==> src/design/jid_esc_pkg.sv <==
// Shared types, constants and character helpers for the JID node escaper.
package jid_esc_pkg;

  localparam int MaxOut = 9;
  localparam int CntW   = $clog2(MaxOut + 1);
  localparam int IdxW   = $clog2(MaxOut);

  localparam logic [7:0] BSLASH = 8'h5C;

  // One item's worth of escaped bytes, packed from slot 0 upward
  typedef struct packed {
    logic [MaxOut-1:0][7:0] bytes;
    logic [CntW-1:0]        count;
    logic                   last;
  } burst_t;

  // Pending window status seen by the top level
  typedef struct packed {
    logic [1:0] count;
    logic [7:0] head;
  } pend_t;

  // Hex digit decode: valid flag and nibble
  typedef struct packed {
    logic       ok;
    logic [3:0] val;
  } hex_t;

  function automatic logic is_special(input logic [7:0] b);
    unique case (b)
      8'h20, 8'h22, 8'h26, 8'h27, 8'h2F, 8'h3C, 8'h3E, 8'h40, 8'h3A: is_special = 1'b1;
      default: is_special = 1'b0;
    endcase
  endfunction

  function automatic hex_t hex_val(input logic [7:0] b);
    hex_t h;
    h.ok  = 1'b0;
    h.val = 4'h0;
    if (b >= 8'h30 && b <= 8'h39) begin
      h.ok  = 1'b1;
      h.val = 4'(b - 8'h30);
    end else if (b >= 8'h61 && b <= 8'h66) begin
      h.ok  = 1'b1;
      h.val = 4'(b - 8'h57);
    end else if (b >= 8'h41 && b <= 8'h46) begin
      h.ok  = 1'b1;
      h.val = 4'(b - 8'h37);
    end
    return h;
  endfunction

  function automatic logic [7:0] hex_lower(input logic [3:0] n);
    if (n < 4'd10) begin
      return 8'h30 + {4'h0, n};
    end else begin
      return 8'h57 + {4'h0, n};
    end
  endfunction

endpackage

==> src/design/jid_esc_window.sv <==
// Pending-byte window and single-pass escape decision for one input word.
module jid_esc_window (
  input  logic                clk,
  input  logic                rst,
  input  logic                accept,
  input  logic [7:0]          in_byte,
  input  logic                end_of_string,
  output jid_esc_pkg::burst_t burst,
  output jid_esc_pkg::pend_t  status
);
  import jid_esc_pkg::*;

  logic [1:0][7:0] pend_bytes;
  logic [1:0]      pend_count;
  logic [1:0][7:0] pend_bytes_next;
  logic [1:0]      pend_count_next;

  logic [2:0][7:0] win;
  logic [1:0]      len;
  logic            bs_esc;
  hex_t            h1;
  hex_t            h2;

  // Build the window: pending bytes followed by the new byte
  always_comb begin
    len    = pend_count + 2'd1;
    win[0] = (pend_count == 2'd0) ? in_byte : pend_bytes[0];
    win[1] = (pend_count == 2'd1) ? in_byte : pend_bytes[1];
    win[2] = in_byte;
    h1     = hex_val(win[1]);
    h2     = hex_val(win[2]);
    bs_esc = h1.ok && h2.ok &&
             ({h1.val, h2.val} == BSLASH || is_special({h1.val, h2.val}));
  end

  // Walk the window, emitting bytes until a backslash must wait
  always_comb begin
    logic            running;
    logic            found;
    logic [1:0]      stop_pos;
    logic [1:0]      left;
    logic            esc;
    logic [CntW-1:0] n;
    logic [1:0]      k;
    running         = 1'b1;
    found           = 1'b0;
    stop_pos        = 2'd0;
    left            = 2'd0;
    esc             = 1'b0;
    n               = '0;
    k               = 2'd0;
    burst.bytes     = '0;
    pend_bytes_next = pend_bytes;
    for (int i = 0; i < 3; i++) begin
      if (running && 2'(i) < len) begin
        left = len - 2'(i);
        esc  = 1'b0;
        if (win[i] == BSLASH) begin
          if (left == 2'd3) begin
            esc = bs_esc;
          end else if (!end_of_string) begin
            running  = 1'b0;
            found    = 1'b1;
            stop_pos = 2'(i);
          end
        end else begin
          esc = is_special(win[i]);
        end
        if (running) begin
          if (esc) begin
            burst.bytes[IdxW'(n)]              = BSLASH;
            burst.bytes[IdxW'(n + CntW'(1))]   = hex_lower(win[i][7:4]);
            burst.bytes[IdxW'(n + CntW'(2))]   = hex_lower(win[i][3:0]);
            n = n + CntW'(3);
          end else begin
            burst.bytes[IdxW'(n)] = win[i];
            n = n + CntW'(1);
          end
        end
      end
    end
    burst.count = n;
    burst.last  = end_of_string;
    // Undecided tail carries to the next word
    if (!end_of_string && found) begin
      k = len - stop_pos;
      pend_bytes_next[0] = win[stop_pos];
      if (k == 2'd2) begin
        pend_bytes_next[1] = win[stop_pos + 2'd1];
      end
    end
    pend_count_next = k;
  end

  // Pending count is control state; pending bytes need no reset
  always_ff @(posedge clk) begin
    if (rst) begin
      pend_count <= 2'd0;
    end else if (accept) begin
      pend_count <= pend_count_next;
    end
  end

  always_ff @(posedge clk) begin
    if (accept) begin
      pend_bytes <= pend_bytes_next;
    end
  end

  assign status.count = pend_count;
  assign status.head  = pend_bytes[0];

endmodule

==> src/design/jid_esc_outbuf.sv <==
// Result register bank that drains one escaped byte per word handshake.
module jid_esc_outbuf (
  input  logic                clk,
  input  logic                rst,
  input  logic                load,
  input  jid_esc_pkg::burst_t burst,
  output logic                load_ok,
  output logic [7:0]          out_byte,
  output logic                out_last,
  output logic                out_valid,
  input  logic                out_stall
);
  import jid_esc_pkg::*;

  logic [MaxOut-1:0][7:0] data;
  logic [CntW-1:0]        count;
  logic [CntW-1:0]        rd;
  logic                   last_flag;
  logic                   final_byte;

  assign out_valid  = (rd != count);
  assign final_byte = (rd == count - CntW'(1));
  assign load_ok    = !out_valid || (final_byte && !out_stall);
  assign out_byte   = data[IdxW'(rd)];
  assign out_last   = last_flag && final_byte;

  // Read pointer and fill count
  always_ff @(posedge clk) begin
    if (rst) begin
      count     <= '0;
      rd        <= '0;
      last_flag <= 1'b0;
    end else if (load) begin
      count     <= burst.count;
      rd        <= '0;
      last_flag <= burst.last;
    end else if (out_valid && !out_stall) begin
      rd <= rd + CntW'(1);
    end
  end

  // Byte slots
  always_ff @(posedge clk) begin
    if (load) begin
      data <= burst.bytes;
    end
  end

endmodule

==> src/design/jid_node_escaper_unit.sv <==
// Top level of the streaming JID node escaper.
// Each accepted word is one raw byte of a node string; the escaped bytes come out one
// per output word, the final one flagged by out_last. An input word is taken in the
// cycle the result bank passes out its last byte (or is empty), so the unit sustains
// one input word per cycle while bytes pass unchanged and the output does not stall;
// an escaped character, or a word that releases a held backslash plus two special
// followers, holds the input until its bytes drain through the single output port of
// the result bank. A backslash and the byte after it may be held back (no output)
// until the next word decides them; the string's final word flushes everything.
module jid_node_escaper_unit (
  input  logic       clk,
  input  logic       rst,
  input  logic       in_valid,
  output logic       in_stall,
  input  logic [7:0] in_byte,
  input  logic       end_of_string,
  output logic       out_valid,
  input  logic       out_stall,
  output logic [7:0] out_byte,
  output logic       out_last
);
  import jid_esc_pkg::*;

  burst_t burst;
  pend_t  status;
  logic   load_ok;
  logic   accept;

  assign in_stall = !load_ok;
  assign accept   = in_valid && load_ok;

  // Escape decision and pending window
  jid_esc_window u_window (
    .clk           (clk),
    .rst           (rst),
    .accept        (accept),
    .in_byte       (in_byte),
    .end_of_string (end_of_string),
    .burst         (burst),
    .status        (status)
  );

  // Result bank
  jid_esc_outbuf u_outbuf (
    .clk       (clk),
    .rst       (rst),
    .load      (accept),
    .burst     (burst),
    .load_ok   (load_ok),
    .out_byte  (out_byte),
    .out_last  (out_last),
    .out_valid (out_valid),
    .out_stall (out_stall)
  );

  // Checks
  a_flush_clears: assert property (@(posedge clk) disable iff (rst)
    accept && end_of_string |=> status.count == 2'd0)
    else $error("pending window not emptied at string end");

  a_flush_emits: assert property (@(posedge clk) disable iff (rst)
    accept && end_of_string |=> out_valid)
    else $error("string end produced no output");

  a_pend_head: assert property (@(posedge clk) disable iff (rst)
    status.count != 2'd0 |-> status.head == BSLASH)
    else $error("pending window does not start with a backslash");

  a_pend_depth: assert property (@(posedge clk) disable iff (rst)
    status.count != 2'd3)
    else $error("pending window overfilled");

  a_stall_busy: assert property (@(posedge clk) disable iff (rst)
    in_stall |-> out_valid)
    else $error("input stalled with empty result bank");

endmodule

==> config.mk <==
export PLATFORM = sky130hd
export DESIGN_NAME = jid_node_escaper_unit
export DESIGN_NICKNAME = d
export VERILOG_FILES = /design/src/design/jid_esc_pkg.sv /design/src/design/jid_esc_window.sv /design/src/design/jid_esc_outbuf.sv /design/src/design/jid_node_escaper_unit.sv
export SDC_FILE = /design/constraint.sdc
export NUM_CORES = 1
export LEC_CHECK = 0
export BUFFER_PORTS_ARGS = -buffer_cell sky130_fd_sc_hd__buf_2
export CAP_MARGIN = 5
export CORE_MARGIN = 5
export CORE_UTILIZATION = 35
export CTS_CLUSTER_SIZE = 14
export DETAILED_ROUTE_END_ITERATION = 10
export PLACE_DENSITY = 0.59
export SYNTH_ARGS = -nofsm -noshare
export SYNTH_HDL_FRONTEND = slang
export SYNTH_HIERARCHICAL = 1
export SYNTH_SLANG_ARGS = --single-unit
export TNS_END_PERCENT = 5
==> constraint.sdc <==
create_clock -name clk -period 9.36 [get_ports clk]
set_input_delay 0.468 -clock clk [delete_from_list [all_inputs] [get_ports clk]]
set_output_delay 0.468 -clock clk [all_outputs]
set_load 0.01 [all_outputs]
==> flow_metrics.env <==
export IMPL_die_x_um=182.0
export IMPL_syn_nets=1332
export IMPL_io_buffers=23
export IMPL_crit_path_start_kind="flop"
export IMPL_post_cts_buffers=0
export IMPL_nets=1295
export IMPL_setup_tns_ns=0
export IMPL_initial_core_util=0.3522
export IMPL_final_core_util=0.3765
export IMPL_fin_crit_ns=8.074
export IMPL_syn_avg_cell_area_um2=8.134
export IMPL_firstDrtPassIters=9
export IMPL_max_slew_margin_rel=0.1046
export IMPL_clk_pin_slew_worst_paths_ns=0.08
export IMPL_power_mw=1.207
export IMPL_die_h_um=182.0
export IMPL_ys_warn_count=6
export IMPL_worst_path_max_fanout=18
export IMPL_cp_end_kind="flop"
export IMPL_drive_above_1_share=0.1104
export IMPL_antenna_found_initial=0
export IMPL_grt_first_pass_wirelength_um=63160
export IMPL_wl_per_cell_um=26.19
export IMPL_cts_resized=0
export IMPL_cts_tree="yes"
export IMPL_setup_viol=0
export IMPL_max_freq_mhz=123.9
export IMPL_fin_ws_ns=1.286
export IMPL_slew_violations=0
export IMPL_min_period_over_period=0.8626
export IMPL_multiInputGateArea_mm2=0.006922
export IMPL_gp_congestion=0.9896
export IMPL_syn2layout_area_growth_pct=6.911
export IMPL_synth_area_mm2=0.01035
export IMPL_first_iter_violations=1724
export IMPL_gr_usage_all_layers=0.2468
export IMPL_clockRootBuffer="clkbuf_16"
export IMPL_diodes=0
export IMPL_ff_latch_area_mm2=0.002863
export IMPL_min_delay_path_class="input port to flop"
export IMPL_cts_hold_buf=0
export IMPL_rows=63
export IMPL_status="finished, final reports clean"
export IMPL_via_count=10780
export IMPL_grt_max_degree=67
export IMPL_cts_buffers_inserted=9
export IMPL_core_mm2=0.02940
export IMPL_drc=0
export IMPL_hpwl_um=30690
export IMPL_grt_pass1_vias=9796
export IMPL_cts_buffer_depth=2
export IMPL_arrival_ns=8.28
export IMPL_hold_viol_final=0
export IMPL_maxCapViolCount=0
export IMPL_htree_levels=3
export IMPL_grt_ovfl_total=0
export IMPL_ir_drop_mv=0.06735
export IMPL_ios=24
export IMPL_die_area_mm2=0.03313
export IMPL_p_per_area_mw_per_mm2=109.0
export IMPL_dp_slack_ns=1.467
export IMPL_tightest_slew_ns=1.329
export IMPL_cp_data_required_time_ns=9.57
export IMPL_grt_setup_unrepaired="false"
export IMPL_fillers=3033
export IMPL_crit_type="flop to flop"
export IMPL_wl_um=42720
export IMPL_drtAntennaViolNets=0
export IMPL_postSynthCellCount=1273
export IMPL_fin_skew_ns=0.01495
export IMPL_clock_sinks=99
export IMPL_clk_latency_ns=0.36
export IMPL_p_leak_nw=3.751
export IMPL_vias_per_cell=6.607
==> report_power, final <==
part           switching (mW)  internal [mW]
Clock                   0.199          0.216
Sequential             0.0108          0.525
Combinational           0.177         0.0793
Total                   0.387          0.819
==> final timing paths <==
| kind | depth (start not counted) | start | slack [ns] | endpoint |
|---|---|---|---|---|
| worst max-delay path | 25 | u_window/pend_count[0] | 1.29 | u_outbuf/data[50] |
| worst min-delay path | 2 | rst | 0.44 | u_outbuf/count[1] |
| worst max register to register | 25 | u_window/pend_count[0] | 1.29 | u_outbuf/data[50] |
| worst min register to register | 2 | u_outbuf/last_flag | 0.53 | u_outbuf/last_flag |
==> metal layers <==
metal | routed length (µm) | global-route usage | share of wire | vias up
met5 | 0 | 0 | 0 | -
met4 | 2040 | 0.08976 | 0.048 | 0
met3 | 4693 | 0.04768 | 0.11 | 145
met2 | 17980 | 0.3675 | 0.42 | 753
met1 | 18000 | 0.3550 | 0.42 | 5091
li1 | - | - | - | 4787
==> critical path: stages (launching register included) <==
cell       delay, ns
dfxtp_1         0.37
inv_1           0.12
ha_1            0.70
mux2i_1         0.48
ha_1            0.37
nand2_1         0.16
a2111oi_4       0.39
o311ai_1        0.15
a2111oi_0       0.39
o211ai_1        0.27
nor4_4          0.39
nor2_2          0.14
inv_1           0.21
ha_1            0.33
inv_1           0.15
nor3_1          0.35
mux2i_4         0.23
inv_8           0.19
ha_1            0.33
o2111a_1        0.26
a31o_1          0.52
nor2_1          0.11
mux2i_1         0.68
a31oi_1         0.17
or3_1           0.34
o211ai_1        0.09
==> cell type report <==
| class | count | share of cell area |
|---|---|---|
| multi-input combinational | 1035 | 0.6252 |
| sequential | 99 | 0.2586 |
| tap | 390 | 0.04408 |
| timing repair buffer | 50 | 0.02871 |
| clock buffer | 9 | 0.02034 |
| inverter | 41 | 0.01458 |
| clock inverter | 7 | 0.008477 |
==> placed cells by master, fill, tap and decap left out, drive strengths merged, types with 28 or more instances in the layout <==
cell	n
o22ai	31
nand2	139
nor3	49
mux2i	40
buf	50
inv	42
edfxtp	88
xnor2	28
nand3	37
o21ai	82
a21oi	100
a31oi	30
ha	46
nor2	129
==> per-stage QoR <==
step / hold WS [ns] / instance area (µm²) / std cells
2_1_floorplan: 0.4604 / 10350 / 1273
3_3_place_gp: 0.5315 / 10750 / 1615
3_5_place_dp: 0.5277 / 10750 / 1615
4_1_cts: 0.4414 / 11070 / 1631
5_1_grt: 0.4619 / 11070 / 1631
6_report: 0.4439 / 11070 / 1631
==> state kept, by name, indices dropped and copies added, names as in the netlist <==
signal	count
u_outbuf/rd	4
u_window/status	8
u_window/pend_count	2
u_outbuf/last_flag	1
u_window/pend_bytes	8
u_outbuf/count	4
u_outbuf/data	72
Note: power is estimated with default switching activity, not from simulation.
